===== config.mk =====
export PLATFORM = sky130hd
export DESIGN_NAME = interframe_transparency_masker
export DESIGN_NICKNAME = d
export VERILOG_FILES = /design/src/sv/itm_pkg.sv /design/src/sv/interframe_transparency_masker.sv /design/src/sv/itm_in_stage.sv /design/src/sv/itm_rule_core.sv /design/src/sv/itm_out_stage.sv
export SDC_FILE = /design/constraint.sdc
export NUM_CORES = 1
export LEC_CHECK = 0
export BUFFER_PORTS_ARGS = -buffer_cell sky130_fd_sc_hd__buf_2
export CAP_MARGIN = 5
export CORE_MARGIN = 3
export CORE_UTILIZATION = 44
export CTS_CLUSTER_DIAMETER = 200
export DETAILED_ROUTE_END_ITERATION = 10
export PLACE_DENSITY = 0.8
export SYNTH_ARGS = -nofsm -noshare
export SYNTH_HDL_FRONTEND = slang
export SYNTH_SLANG_ARGS = --single-unit

===== constraint.sdc =====
create_clock -name i_clk -period 5.65 [get_ports i_clk]
set_input_delay 0.565 -clock i_clk [delete_from_list [all_inputs] [get_ports i_clk]]
set_output_delay 0.565 -clock i_clk [all_outputs]
set_load 0.01 [all_outputs]

===== src/sv/itm_pkg.sv =====
`timescale 1ns / 1ps
`default_nettype none

package itm_pkg;

    localparam int unsigned COLOR_BITS = 16;

    // Register indexes on the configuration port (word index = paddr[2]).
    localparam int unsigned ADDR_BITS = 3;
    localparam logic REG_TRANSPARENCY_ENABLE = 1'b0;

    typedef logic [COLOR_BITS-1:0] t_color;

    typedef struct packed {
        t_color target_color;
        t_color canvas_color;
        logic   frame_end;
    } t_pixel;

    // Keep-rule run tracker.
    typedef enum logic [1:0] {
        RUN_NONE = 2'd0,
        RUN_OPEN = 2'd1,
        RUN_MARK = 2'd2
    } t_run_phase;

    // Greedy-rule match run length: none, one, two or more.
    typedef enum logic [1:0] {
        GRUN_NONE  = 2'd0,
        GRUN_ONE   = 2'd1,
        GRUN_MULTI = 2'd2
    } t_greedy_run;

    typedef struct packed {
        logic any_match;
        logic see_through;
        logic all_match;
        logic keep_nonempty;
        logic greedy_nonempty;
        logic lone;
    } t_frame_flags;

    localparam t_frame_flags FLAGS_CLEAR = '{
        any_match:       1'b0,
        see_through:     1'b0,
        all_match:       1'b1,
        keep_nonempty:   1'b0,
        greedy_nonempty: 1'b0,
        lone:            1'b0
    };

    // Single-bit part of one result.
    typedef struct packed {
        logic keep_mark;
        logic greedy_mark;
        logic greedy_backfill_prev;
        logic any_match;
        logic needs_see_through;
        logic all_match;
        logic keep_nonempty;
        logic greedy_nonempty;
        logic lone_found;
        logic frame_done;
    } t_result_bits;

endpackage

`default_nettype wire


===== src/sv/interframe_transparency_masker.sv =====
`timescale 1ns / 1ps
`default_nettype none

// Interframe transparency masker. Pixels of a frame region arrive in raster
// order, one request per pixel, each carrying the wanted colour id and the id
// already on the canvas (id 0 is transparent). Every request yields exactly one
// result: the keep, greedy and lone mask decisions for that pixel, plus
// backfill counts telling how many immediately preceding pixels the keep or
// lone mask now also covers, and whether the greedy mask takes back the
// previous pixel. Frame flags are valid on the result of the pixel flagged as
// frame end and read zero otherwise; all run state clears after that pixel.
// Rate: one pixel per clock sustained while i_stall stays low. A request is
// held in the input register, the rule logic works off that register and the
// run state, and the result is registered in the output register when the
// pixel advances, which it does only while the output register is free. The
// input register can still take one pixel while a finished result waits on
// i_stall; once both registers are full, o_stall holds off new requests.
// Backfill counts saturate at 2**COUNT_BITS - 1. Writing transparency_enable
// (register 0, byte address 0) to zero forces every mask output to zero; write
// it only while no pixels are in flight.

module interframe_transparency_masker
    import itm_pkg::*;
#(
    parameter int unsigned COUNT_BITS = 28
) (
    input  wire                     i_clk,
    input  wire                     i_rst_n,

    // Pixel requests.
    input  wire                     i_valid,
    output logic                    o_stall,
    input  wire [COLOR_BITS-1:0]    i_target_color,
    input  wire [COLOR_BITS-1:0]    i_canvas_color,
    input  wire                     i_frame_end,

    // Results.
    output logic                    o_valid,
    input  wire                     i_stall,
    output logic                    o_keep_mark,
    output logic [COUNT_BITS-1:0]   o_keep_backfill,
    output logic                    o_greedy_mark,
    output logic                    o_greedy_backfill_prev,
    output logic [COUNT_BITS-1:0]   o_lone_backfill,
    output logic                    o_any_match,
    output logic                    o_needs_see_through,
    output logic                    o_all_match,
    output logic                    o_keep_nonempty,
    output logic                    o_greedy_nonempty,
    output logic                    o_lone_found,
    output logic                    o_frame_done,

    // Configuration.
    input  wire                     psel,
    input  wire                     penable,
    input  wire                     pwrite,
    input  wire [ADDR_BITS-1:0]     paddr,
    input  wire [31:0]              pwdata,
    output logic [31:0]             prdata,
    output logic                    pready
);

    logic                  r_transparency_enable;
    logic                  w_cfg_write;
    logic                  w_reg_index;

    t_pixel                w_in_pixel;
    t_pixel                w_stage_pixel;
    logic                  w_stage_valid;
    logic                  w_out_free;
    logic                  w_advance;

    t_result_bits          w_core_bits;
    logic [COUNT_BITS-1:0] w_core_keep_backfill;
    logic [COUNT_BITS-1:0] w_core_lone_backfill;
    t_result_bits          w_out_bits;

    // Configuration register: word index sits above the byte offset.
    assign pready      = 1'b1;
    assign w_reg_index = paddr[2];
    assign w_cfg_write = psel && penable && pwrite && pready;

    always_ff @(posedge i_clk) begin
        if (!i_rst_n) begin
            r_transparency_enable <= 1'b1;
        end else if (w_cfg_write && w_reg_index == REG_TRANSPARENCY_ENABLE) begin
            r_transparency_enable <= pwdata[0];
        end
    end

    always_comb begin
        unique case (w_reg_index)
            REG_TRANSPARENCY_ENABLE: prdata = {31'd0, r_transparency_enable};
            default:                 prdata = '0;
        endcase
    end

    // Pixel enters the input register; advance it when the result slot frees.
    assign w_in_pixel = '{
        target_color: i_target_color,
        canvas_color: i_canvas_color,
        frame_end:    i_frame_end
    };
    assign w_advance = w_stage_valid && w_out_free;

    itm_in_stage u_in_stage (
        .i_clk     (i_clk),
        .i_rst_n   (i_rst_n),
        .i_valid   (i_valid),
        .o_stall   (o_stall),
        .i_pixel   (w_in_pixel),
        .i_advance (w_advance),
        .o_valid   (w_stage_valid),
        .o_pixel   (w_stage_pixel)
    );

    // Run rules: state updates exactly when the pixel moves into the result.
    itm_rule_core #(
        .COUNT_BITS (COUNT_BITS)
    ) u_rule_core (
        .i_clk           (i_clk),
        .i_rst_n         (i_rst_n),
        .i_enable        (r_transparency_enable),
        .i_fire          (w_advance),
        .i_pixel         (w_stage_pixel),
        .o_bits          (w_core_bits),
        .o_keep_backfill (w_core_keep_backfill),
        .o_lone_backfill (w_core_lone_backfill)
    );

    itm_out_stage #(
        .COUNT_BITS (COUNT_BITS)
    ) u_out_stage (
        .i_clk           (i_clk),
        .i_rst_n         (i_rst_n),
        .i_load          (w_advance),
        .i_bits          (w_core_bits),
        .i_keep_backfill (w_core_keep_backfill),
        .i_lone_backfill (w_core_lone_backfill),
        .i_stall         (i_stall),
        .o_free          (w_out_free),
        .o_valid         (o_valid),
        .o_bits          (w_out_bits),
        .o_keep_backfill (o_keep_backfill),
        .o_lone_backfill (o_lone_backfill)
    );

    assign o_keep_mark            = w_out_bits.keep_mark;
    assign o_greedy_mark          = w_out_bits.greedy_mark;
    assign o_greedy_backfill_prev = w_out_bits.greedy_backfill_prev;
    assign o_any_match            = w_out_bits.any_match;
    assign o_needs_see_through    = w_out_bits.needs_see_through;
    assign o_all_match            = w_out_bits.all_match;
    assign o_keep_nonempty        = w_out_bits.keep_nonempty;
    assign o_greedy_nonempty      = w_out_bits.greedy_nonempty;
    assign o_lone_found           = w_out_bits.lone_found;
    assign o_frame_done           = w_out_bits.frame_done;

endmodule

`default_nettype wire


===== src/sv/itm_in_stage.sv =====
`timescale 1ns / 1ps
`default_nettype none

module itm_in_stage
    import itm_pkg::*;
(
    input  wire    i_clk,
    input  wire    i_rst_n,
    input  wire    i_valid,
    output logic   o_stall,
    input  t_pixel i_pixel,
    input  wire    i_advance,
    output logic   o_valid,
    output t_pixel o_pixel
);

    logic   r_valid;
    t_pixel r_pixel;
    logic   w_load;

    // Take a new request when empty or when the held one moves on.
    assign o_stall = r_valid && !i_advance;
    assign w_load  = i_valid && !o_stall;

    always_ff @(posedge i_clk) begin
        if (!i_rst_n) begin
            r_valid <= 1'b0;
        end else if (w_load) begin
            r_valid <= 1'b1;
        end else if (i_advance) begin
            r_valid <= 1'b0;
        end
    end

    always_ff @(posedge i_clk) begin
        if (w_load) begin
            r_pixel <= i_pixel;
        end
    end

    assign o_valid = r_valid;
    assign o_pixel = r_pixel;

endmodule

`default_nettype wire


===== src/sv/itm_rule_core.sv =====
`timescale 1ns / 1ps
`default_nettype none

module itm_rule_core
    import itm_pkg::*;
#(
    parameter int unsigned COUNT_BITS = 28
) (
    input  wire                     i_clk,
    input  wire                     i_rst_n,
    input  wire                     i_enable,
    input  wire                     i_fire,
    input  t_pixel                  i_pixel,
    output t_result_bits            o_bits,
    output logic [COUNT_BITS-1:0]   o_keep_backfill,
    output logic [COUNT_BITS-1:0]   o_lone_backfill
);

    t_run_phase              r_run_phase,     n_run_phase;
    logic [COUNT_BITS-1:0]   r_pending_count, n_pending_count;
    t_color                  r_prev_color,    n_prev_color;
    logic                    r_prev_marked,   n_prev_marked;
    t_greedy_run             r_greedy_run,    n_greedy_run;
    t_frame_flags            r_flags,         n_flags;

    logic                    w_match;
    logic                    w_transparent;
    logic                    w_member;
    logic                    w_kmark;
    logic                    w_gmark;
    logic                    w_gprev;
    logic                    w_lone;
    logic [COUNT_BITS-1:0]   w_kfill;
    logic [COUNT_BITS-1:0]   w_lfill;
    t_color                  w_shown;
    t_frame_flags            w_flags;

    always_ff @(posedge i_clk) begin
        if (!i_rst_n) begin
            r_run_phase     <= RUN_NONE;
            r_pending_count <= '0;
            r_prev_color    <= '0;
            r_prev_marked   <= 1'b0;
            r_greedy_run    <= GRUN_NONE;
            r_flags         <= FLAGS_CLEAR;
        end else if (i_fire) begin
            r_run_phase     <= n_run_phase;
            r_pending_count <= n_pending_count;
            r_prev_color    <= n_prev_color;
            r_prev_marked   <= n_prev_marked;
            r_greedy_run    <= n_greedy_run;
            r_flags         <= n_flags;
        end
    end

    always_comb begin
        w_match       = i_pixel.target_color == i_pixel.canvas_color;
        w_transparent = i_pixel.target_color == '0;
        w_member      = w_match || w_transparent;
        w_shown       = r_prev_marked ? '0 : r_prev_color;

        w_kmark         = 1'b0;
        w_kfill         = '0;
        w_lfill         = '0;
        w_lone          = 1'b0;
        n_run_phase     = r_run_phase;
        n_pending_count = r_pending_count;

        // Keep rule.
        if (!w_member) begin
            if (r_run_phase == RUN_OPEN && !r_prev_marked) begin
                w_lfill = r_pending_count;
                w_lone  = 1'b1;
            end
            n_run_phase     = RUN_NONE;
            n_pending_count = '0;
        end else begin
            unique case (r_run_phase)
                RUN_NONE: begin
                    n_run_phase     = RUN_OPEN;
                    n_pending_count = COUNT_BITS'(1);
                end
                RUN_OPEN: begin
                    if (i_pixel.target_color != w_shown) begin
                        w_kfill         = r_pending_count;
                        w_kmark         = 1'b1;
                        n_run_phase     = RUN_MARK;
                        n_pending_count = '0;
                    end else if (r_pending_count != '1) begin
                        n_pending_count = r_pending_count + COUNT_BITS'(1);
                    end
                end
                RUN_MARK: begin
                    w_kmark = 1'b1;
                end
                default: begin
                    n_run_phase     = RUN_NONE;
                    n_pending_count = '0;
                end
            endcase
        end
        n_prev_color  = i_pixel.target_color;
        n_prev_marked = w_kmark;

        // Greedy rule.
        w_gmark = 1'b0;
        w_gprev = 1'b0;
        if (!w_match) begin
            n_greedy_run = GRUN_NONE;
        end else if (r_greedy_run == GRUN_NONE) begin
            n_greedy_run = GRUN_ONE;
        end else begin
            w_gprev      = r_greedy_run == GRUN_ONE;
            w_gmark      = 1'b1;
            n_greedy_run = GRUN_MULTI;
        end

        // Drop every mark while transparency is off.
        if (!i_enable) begin
            w_kmark = 1'b0;
            w_kfill = '0;
            w_gmark = 1'b0;
            w_gprev = 1'b0;
            w_lfill = '0;
            w_lone  = 1'b0;
        end

        w_flags                 = r_flags;
        w_flags.any_match       = r_flags.any_match | w_match;
        w_flags.all_match       = r_flags.all_match & w_match;
        w_flags.see_through     = r_flags.see_through | w_transparent;
        w_flags.keep_nonempty   = r_flags.keep_nonempty | w_kmark;
        w_flags.greedy_nonempty = r_flags.greedy_nonempty | w_gmark;
        w_flags.lone            = r_flags.lone | w_lone;
        n_flags                 = w_flags;

        o_bits                      = '0;
        o_bits.keep_mark            = w_kmark;
        o_bits.greedy_mark          = w_gmark;
        o_bits.greedy_backfill_prev = w_gprev;
        o_bits.frame_done           = i_pixel.frame_end;

        // Report flags on the last pixel and clear for the next frame.
        if (i_pixel.frame_end) begin
            o_bits.any_match         = w_flags.any_match;
            o_bits.needs_see_through = w_flags.see_through;
            o_bits.all_match         = w_flags.all_match;
            o_bits.keep_nonempty     = w_flags.keep_nonempty;
            o_bits.greedy_nonempty   = w_flags.greedy_nonempty;
            o_bits.lone_found        = w_flags.any_match & w_flags.lone;
            n_run_phase     = RUN_NONE;
            n_pending_count = '0;
            n_prev_color    = '0;
            n_prev_marked   = 1'b0;
            n_greedy_run    = GRUN_NONE;
            n_flags         = FLAGS_CLEAR;
        end

        o_keep_backfill = w_kfill;
        o_lone_backfill = w_lfill;
    end

endmodule

`default_nettype wire


===== src/sv/itm_out_stage.sv =====
`timescale 1ns / 1ps
`default_nettype none

module itm_out_stage
    import itm_pkg::*;
#(
    parameter int unsigned COUNT_BITS = 28
) (
    input  wire                     i_clk,
    input  wire                     i_rst_n,
    input  wire                     i_load,
    input  t_result_bits            i_bits,
    input  wire [COUNT_BITS-1:0]    i_keep_backfill,
    input  wire [COUNT_BITS-1:0]    i_lone_backfill,
    input  wire                     i_stall,
    output logic                    o_free,
    output logic                    o_valid,
    output t_result_bits            o_bits,
    output logic [COUNT_BITS-1:0]   o_keep_backfill,
    output logic [COUNT_BITS-1:0]   o_lone_backfill
);

    logic                  r_valid;
    t_result_bits          r_bits;
    logic [COUNT_BITS-1:0] r_keep_backfill;
    logic [COUNT_BITS-1:0] r_lone_backfill;

    // Free when empty or when the held result is taken this cycle.
    assign o_free = !r_valid || !i_stall;

    always_ff @(posedge i_clk) begin
        if (!i_rst_n) begin
            r_valid <= 1'b0;
        end else if (i_load) begin
            r_valid <= 1'b1;
        end else if (!i_stall) begin
            r_valid <= 1'b0;
        end
    end

    always_ff @(posedge i_clk) begin
        if (i_load) begin
            r_bits          <= i_bits;
            r_keep_backfill <= i_keep_backfill;
            r_lone_backfill <= i_lone_backfill;
        end
    end

    assign o_valid         = r_valid;
    assign o_bits          = r_bits;
    assign o_keep_backfill = r_keep_backfill;
    assign o_lone_backfill = r_lone_backfill;

endmodule

`default_nettype wire

======== Word level (Yosys, flattened, before mapping) ========
Cells that the tools add are included.
word-level totals
  register bits ........................... 157
  latch bits .............................. 0
  bits in writable memories ............... 0
  ROM bits ................................ 0
  bits of input ports ..................... 75
  output and inout bits ................... 101
  memories ................................ 0
cells by class
  $add $sub $neg .......................... 1
  $mul .................................... 0
  div/mod/pow operators ................... 0
  order comparisons ....................... 0
  eq/ne operators ......................... 10
  shift-type cells ........................ 0
  muxes and demuxes ....................... 31
  bitwise operators ....................... 11
  reduce and logical (&&, ||, !) cells .... 23
operators by type and width
  operator                 number
  $mux W28                 4
  $pmux W28 S3             1
  $mux W16                 2
  $add A28 B1 Y28 const B  1
  $ne A28 B28 Y1 const B   1
  $eq A16 B16 Y1           1
  $logic_not A16 Y1        1
  $ne A16 B16 Y1           1
  $mux W1                  15
  $mux W2                  6
  $logic_and A1 B1 Y1      7
  $mux W6                  1
  $pmux W2 S3              1
  $reduce_and A3 Y1        2
  $reduce_or A3 Y1         2
  $logic_not A1 Y1         5
  $ne A5 B5 Y1 const B     1
  $or A1 B1 Y1             5
  $eq A2 B1 Y1 const B     2
  $logic_not A2 Y1         2
  $ne A4 B4 Y1 const B     1
  $not A1 Y1               4
  $reduce_and A4 Y1        1
  $ne A3 B3 Y1 const B     1
  other kinds (6)          8

======== Longest topological paths before layout ========
Gate-level depths: netlist of the first run.
  depth in word-level cells ............... 8
  depth in mapped cells ................... 10
  gate-level depth less buffers ........... 8

======== By module ========
Synthesis of the first run repeated with hierarchy kept, for this count alone.
second synthesis, totals
  cells, all modules ...................... 654
  area total of the unflattened synthesis .. 7174.4 um2
modules (own cells, without submodules)
  module                          instances  cells each  area each (um2)
  itm_rule_core                   1          506         3792.4
  itm_out_stage                   1          70          2016.9
  itm_in_stage                    1          37          1038.5
  interframe_transparency_masker  1          41          326.6

======== Worst setup path after synthesis of the first run ========
OpenSTA, ideal clock, no wires.
  path type ............................... input-to-reg
  start point ............................. input port i_stall
  end point ............................... register u_out_stage.r_bits (netlist bit u_out_stage.o_bits[0]), enable pin
  library setup time ...................... 0.456 ns
  arrival ................................. 2.860 ns
  required time ........................... 5.194 ns
  setup slack ............................. 2.334 ns
  stages on the path ...................... 4
  cells stage by stage .................... nand2_1 nand2_1 inv_1 buf_1
between the ends
  cells in the longest elaborated chain, start to end .. 3
ends and longest elaborated chain
  item                      RTL line                               source
  start: declaration        interframe_transparency_masker.sv:39   input wire i_stall,
  $logic_not A1 Y1          itm_out_stage.sv:29                    assign o_free = !r_valid || !i_stall;
  $logic_or A1 B1 Y1        itm_out_stage.sv:29
  $logic_and A1 B1 Y1       interframe_transparency_masker.sv:104  assign w_advance = w_stage_valid && w_out_free;
  via u_in_stage.i_advance  itm_in_stage.sv:12                     input wire i_advance,
  end signal: assignment    itm_out_stage.sv:43                    r_bits <= i_bits;
  end: declaration          itm_out_stage.sv:24                    t_result_bits r_bits;
The timed path passes the listed nets, and every way through them passes these cells.
A chain may end at the register's enable or synchronous reset.

======== Worst setup path in the final report of the first run ========
  start point ............................. register u_in_stage.r_pixel (netlist bit u_in_stage.o_pixel[29])
  end point ............................... register u_rule_core.r_pending_count[24]
between the ends
  cells in the longest elaborated chain, start to end .. 5
ends and longest elaborated chain
  item                      RTL line              source
  start: declaration        itm_in_stage.sv:18    t_pixel r_pixel;
  start signal: assignment  itm_in_stage.sv:37    r_pixel <= i_pixel;
  $ne A16 B16 Y1            itm_rule_core.sv:84   if (i_pixel.target_color != w_shown) begin
  $mux W28                  itm_rule_core.sv:84
  $pmux W28 S3              itm_rule_core.sv:78   unique case (r_run_phase)
  $mux W28                  itm_rule_core.sv:70   if (!w_member) begin
  $mux W28                  itm_rule_core.sv:144  if (i_pixel.frame_end) begin
  end signal: assignment    itm_rule_core.sv:48   r_pending_count <= n_pending_count;
  end: declaration          itm_rule_core.sv:20   logic [COUNT_BITS-1:0] r_pending_count, n_pending_count;
Parallel ways exist; a longest one is shown, timed or not.

==> results.py, run 1 <==
metrics = {
    "worst_setup_path": {
        "slowest_delay_ps": 510,
        "worst_path_max_delay_cell": "edfxtp_1",
        "endpoint_kind": "flip-flop",
        "critical_path_arrival_ps": 3400,
        "reg2reg_slack_ps": 2600,
        "critPathMaxFanout": 42,
        "crit_buf_inv": 1,
        "cp_cell_sequence": "xor2_1, nor4_2, nand4_4, a21oi_4, a21o_1, buf_4, o21ai_4, nor3_1",
        "start_kind": "flip-flop",
        "critPathRequiredTime_ps": 6000,
        "path_class": "reg2reg",
        "crit_family": "compound AO/OA/AOI/OAI gates",
    },
    "floorplanning": {
        "ios": 176,
        "rows": 46,
        "die_area_um2": 18000,
        "core_area_um2": 16000,
        "initial_core_util_pct": 45.2,
        "fp.dieW_um": 134,
        "die_h_um": 134,
    },
    "synth": {
        "synthesis.area_um2": 7230,
        "ys_ff_latch": 157,
        "synth_mux_area_share_pct": 0.138,
        "synth.avg_cell_area_um2": 11.4,
        "synthSimpleGateAreaFrac_pct": 22.2,
        "ys_warn_count": 0,
        "seq_area_frac_synth_pct": 57.2,
        "post_synth_fa_ha_maj_area_fraction_pct": 0.865,
        "synth_compound_area_share_pct": 10.1,
        "synth_cells": 634,
        "async_flop_share_pct": 0,
        "synth_cell_types": 55,
        "synth_top_family_by_area": "simple AND/OR/NAND/NOR gates",
        "synth_edf_count": 99,
        "synth_top_flop_cell": "edfxtp_1",
        "synthXorXnorAreaFrac_pct": 2.91,
    },
    "clock_tree": {
        "cts_repair_resize_count": 0,
        "cts_inserted_buffers": 17,
        "clk_pin_slew_ps": 60,
        "clockBufferDepth": 2,
        "holdBufCountCts": 0,
        "cts_tree": "built",
        "cts_setup_buffers": 0,
        "root_buffer": "clkbuf_16",
        "worstSkewPairLatency_ps": 420,
        "clock_sinks": 157,
        "cts_htree_levels": 4,
    },
    "sta": {
        "fmax_mhz": 328,
        "drv_slew": 0,
        "setup_viol_count_final": 0,
        "rsz0062_at_grt": "no",
        "post-route-period-util_pct": 53.9,
        "setup_tns_ps": 0,
        "worst_pin_slew_ps": 935,
        "finalCriticalPeriod_ps": 3050,
        "final_hold_viol_count": 0,
        "final.setup_skew_ps": 10.2,
        "max_slew_margin_pct": 37.7,
    },
    "hold_path": {
        "hold_class": "in2reg",
    },
    "finish": {
        "fin_util_pct": 51.9,
        "fin_cells": 963,
        "fin_nets": 816,
        "diodes": 0,
        "layout_commonest_cell": "buf_2",
        "area_growth_pct": 14.9,
        "nFillCells": 1432,
        "layout_common_cells": "110 x buf_2, 99 x edfxtp_1, 58 x and2_1, 58 x dfxtp_1, 48 x a21oi_1",
        "drive_above_1_share_pct": 21.8,
    },
    "place": {
        "globalplace.congestion": 0.792,
        "dp.cells": 933,
        "portBuffers": 110,
        "dpl.hpwl_um": 9190,
    },
    "route": {
        "viasPerCell": 5.26,
        "via_count": 5066,
        "drt_iter0_markers": 403,
        "wl_per_cell_um": 14.5,
        "drtPass1Iterations": 5,
        "drt_wl_total_um": 13900,
        "ant_nets": 0,
        "drc": 0,
    },
    "grt": {
        "grt_pass1_wl_um": 22500,
        "antenna_found_initial": 0,
        "grt_start_max_net_pins": 51,
        "grt_util_all_layers_pct": 15.6,
        "grt_pass1_vias": 4607,
        "grt_overflow": 0,
    },
    "job": {
        "drv_cap": 0,
    },
    "power": {
        "power_density_nw_per_um2": 293,
        "ir_drop_v": 0.000221,
        "cellLeakagePower_nw": 2.97,
    },
    "run_status": {
        "outcome": "completed",
    },
}
metal layers:
metal  track usage (%)  routed length, um  vias to the layer above
met4              6.11                167                        0
met2              25.2               6800                      160
met1              20.0               6150                     2409
met5                 0                  0                        -
li1                  -                  -                     2483
met3              4.24                805                       14
area by class of cell:
cell class	count	area [um2]	share of cell area, %
Tap cell	216	270	3.25
Clock buffer	20	447	5.38
Multi-Input combinational cell	434	2750	33.1
Clock inverter	10	71.3	0.859
Inverter	9	35.0	0.422
Timing Repair Buffer	117	603	7.26
Sequential cell	157	4130	49.8
registers in the layout, indices dropped and copies added, names as in the netlist:
signal and flops:
u_rule_core.r_greedy_run 2, u_out_stage.o_lone_backfill 28, u_rule_core.r_pending_count 28, u_rule_core.r_run_phase 2, u_out_stage.o_keep_backfill 28, u_out_stage.o_bits 10
u_rule_core.r_prev_marked 1, u_out_stage.o_valid 1, u_rule_core.r_prev_color 16, r_transparency_enable 1, u_in_stage.o_pixel 33, u_in_stage.o_valid 1
u_rule_core.r_flags 6
power breakdown:
part | leakage (nW) | switching [mW] | internal (mW) | total [mW]
clock network | 0.255 | 0.440 | 0.567 | 1.01
logic | 1.33 | 0.0870 | 0.0503 | 0.137
registers | 1.38 | 0.0291 | 1.26 | 1.29
total | 2.97 | 0.556 | 1.88 | 2.43
final timing paths:
check / start / to / cells after the start
worst max-delay path: u_in_stage.o_pixel[29] / u_rule_core.r_pending_count[24] / 8
worst min-delay path: i_canvas_color[3] / u_in_stage.o_pixel[4] / 1
worst max register to register: u_in_stage.o_pixel[29] / u_rule_core.r_pending_count[24] / 8
worst min register to register: u_rule_core.r_flags[3] / u_rule_core.r_flags[3] / 2
stage by stage:
| stage | power [mW] | worst slack, ps | area (um2) | hold WS (ps) |
|---|---|---|---|---|
| after floorplan | 1.42 | 2330 | 7340 | 422 |
| after global placement | 1.45 | 2640 | 7790 | 434 |
| after detailed placement | 1.45 | 2590 | 7790 | 442 |
| after CTS | 2.46 | 2590 | 8310 | 294 |
| after global routing | 2.53 | 2330 | 8310 | 291 |
| final | 2.43 | 2600 | 8310 | 317 |
cell usage after synthesis (5+ instances only):
cell type / number / area (um2)
a21oi_1: 48 / 240
and2_1: 58 / 363
and4_1: 5 / 43.8
ha_1: 5 / 62.6
o22ai_1: 12 / 75.1
nand4bb_1: 8 / 90.1
o31ai_1: 22 / 165
o21a_1: 12 / 90.1
nor3_1: 9 / 45.0
nand3_1: 17 / 85.1
edfxtp_1: 99 / 2970
buf_6: 7 / 78.8
nand3b_1: 24 / 180
xor2_1: 24 / 210
clkbuf_1: 12 / 45.0
inv_1: 9 / 33.8
nand4_1: 10 / 62.6
nand2_1: 39 / 146
or4_1: 22 / 165
nor2_1: 37 / 139
buf_2: 7 / 35.0
dfxtp_1: 58 / 1160
buf_4: 36 / 270
nor4_2: 5 / 62.6
cells by family after synthesis:
family | Yosys count
AO/OA/AOI/OAI | 114
XOR/XNOR | 24
adder cells (fa/ha/maj) | 5
buffers and inverters | 73
flip-flops | 157
multiplexers | 1
other | 2
AND/OR/NAND/NOR | 258
Power figures use the tool's default switching activity.
==> inputs of run 2 (changes only) <==
- clock period: 5.65 -> 3.1 ns (I/O delays scaled with it)
==> run 2 against run 1 <==
First-iteration DRC count is 3.0% higher. Sequential share of layout area shrank 0.69 points. Utilization grew 0.73 points. Clock skew is essentially flat. Maximum frequency up 9.4%. Critical path type unchanged.
==> results.py, run 2 (synthesized netlist as in run 1, its figures left out) <==
metrics = {
    "sta": {
        "fmax_mhz": 359,
        "setup_tns_ps": 0,
        "final.setup_skew_ps": 10.5,
        "setup_viol_count_final": 0,
        "post-route-period-util_pct": 89.8,
        "rsz0062_at_grt": "no",
        "finalCriticalPeriod_ps": 2790,
        "worst_pin_slew_ps": 875,
        "final_hold_viol_count": 0,
        "whs_ps": 63.7,
        "max_slew_margin_pct": 41.6,
        "setup_ws_ps": 315,
        "drv_slew": 0,
    },
    "power": {
        "power_mw": 4.69,
        "seqPwrFrac_pct": 50.0,
        "power_density_nw_per_um2": 557,
        "ir_drop_v": 0.000432,
        "cellLeakagePower_nw": 3.01,
        "power_frac_comb_pct": 5.6,
        "pwr-share-clk_pct": 44.4,
        "sw_frac_of_total_pct": 22.9,
        "intPower_mw": 3.62,
        "p_sw_mw": 1.07,
    },
    "finish": {
        "diodes": 0,
        "area_growth_pct": 16.5,
        "drive_above_1_share_pct": 22.4,
        "layout_commonest_cell": "buf_2",
        "nFillCells": 1407,
        "multiInputGateArea_um2": 2750,
        "layout_common_cells": "110 x buf_2, 99 x edfxtp_1, 58 x and2_1, 58 x dfxtp_1, 48 x a21oi_1",
        "regArea_um2": 4130,
        "fin_nets": 818,
        "largest_reg_flops": 33,
    },
    "floorplanning": {
        "initial_core_util_pct": 45.2,
        "core_area_um2": 16000,
        "die_area_um2": 18000,
        "die_h_um": 134,
        "ios": 176,
        "rows": 46,
        "fp.dieW_um": 134,
    },
    "worst_setup_path": {
        "critPathRequiredTime_ps": 3430,
        "slowest_delay_ps": 510,
        "rr_startpoint": "u_in_stage.o_pixel[29]",
        "crit_buf_inv": 0,
        "worst_path_max_delay_cell": "edfxtp_1",
        "endpoint_kind": "flip-flop",
        "start_kind": "flip-flop",
        "crit_start": "u_in_stage.o_pixel[29]",
        "crit_family": "simple AND/OR/NAND/NOR gates",
        "cp_cell_sequence": "xor2_1, nor4_2, nand4_4, a21oi_4, and3_1, o21ai_4, nor3_1",
        "critPathMaxFanout": 24,
        "path_class": "reg2reg",
        "critical_path_arrival_ps": 3120,
    },
    "place": {
        "dpl.hpwl_um": 9390,
        "globalplace.congestion": 0.794,
        "preCtsSetupSlack_ps": 363,
        "portBuffers": 110,
    },
    "route": {
        "via_count": 5048,
        "wl_per_cell_um": 14.6,
        "ant_nets": 0,
        "drt_wl_total_um": 14100,
        "drtPass1Iterations": 5,
        "drt_iter0_markers": 415,
        "drc": 0,
        "viasPerCell": 5.22,
    },
    "hold_path": {
        "worstHoldStart": "i_canvas_color[3]",
        "hold_class": "in2reg",
    },
    "clock_tree": {
        "clockBufferDepth": 2,
        "cts_setup_buffers": 0,
        "holdBufCountCts": 0,
        "cts_repair_resize_count": 0,
        "cts_tree": "built",
        "cts_htree_levels": 4,
        "cts_inserted_buffers": 17,
        "clock_sinks": 157,
        "worstSkewPairLatency_ps": 420,
        "clk_pin_slew_ps": 70,
        "root_buffer": "clkbuf_16",
    },
    "grt": {
        "grt_start_max_net_pins": 55,
        "antenna_found_initial": 0,
        "grt_pass1_vias": 4547,
        "grt_pass1_wl_um": 22700,
        "grt_util_all_layers_pct": 15.7,
        "grt_overflow": 0,
    },
    "run_status": {
        "outcome": "completed",
    },
    "job": {
        "drv_cap": 0,
    },
}
## run 2: cell types whose count changed in the layout (fill, tap and decap cells not counted), sizes merged
cell,previous run,this run
buf,117,119
bufinv,0,2
clkbuf,20,19
clkinv,10,3
clkinvlp,1,3
inv,8,14
## run 2: area by class of cell
class,instances,area share [%]
Inverter,9,0.416
Clock inverter,13,1.80
Multi-Input combinational cell,434,32.6
Clock buffer,19,5.26
Sequential cell,157,49.1
Tap cell,216,3.21
Timing Repair Buffer,119,7.64
## run 2: metal layers
metal / GRT usage (%) / vias to the layer above / wire length [um]
li1: - / 2488 / -
met4: 5.54 / 0 / 158
met5: 0 / - / 0
met3: 3.75 / 15 / 821
met1: 20.8 / 2385 / 6310
met2: 25.4 / 160 / 6840
## run 2: power groups by stage
stage,sequential (mW),combinational (mW),clock [mW]
after floorplan,2.41,0.173,0
after global placement,2.39,0.256,0
after detailed placement,2.39,0.262,0
after CTS,2.35,0.264,2.11
after global routing,2.36,0.289,2.20
final,2.35,0.261,2.08
## run 2: per-stage QoR
stage,util (%),area (um2),instances
final,52.6,8420,967
after global routing,52.6,8420,967
after CTS,52.6,8420,967
after detailed placement,48.9,7830,935
after global placement,48.9,7830,935
after floorplan,-,7350,664
## run 2: worst paths after layout
kind / to / slack [ps] / cells after the start
worst max-delay path: u_rule_core.r_pending_count[24] / 310 / 7
worst min-delay path: u_in_stage.o_pixel[4] / 60 / 1
worst max register to register: u_rule_core.r_pending_count[24] / 310 / 7
worst min register to register: u_rule_core.r_flags[3] / 440 / 2
## run 2: worst register-to-register path, delay by kind of cell (launching register included)
kind	cells	cell delay, ps
simple gates	4	1430
compound gates	2	540
flops	1	510
xor+xnor	1	230
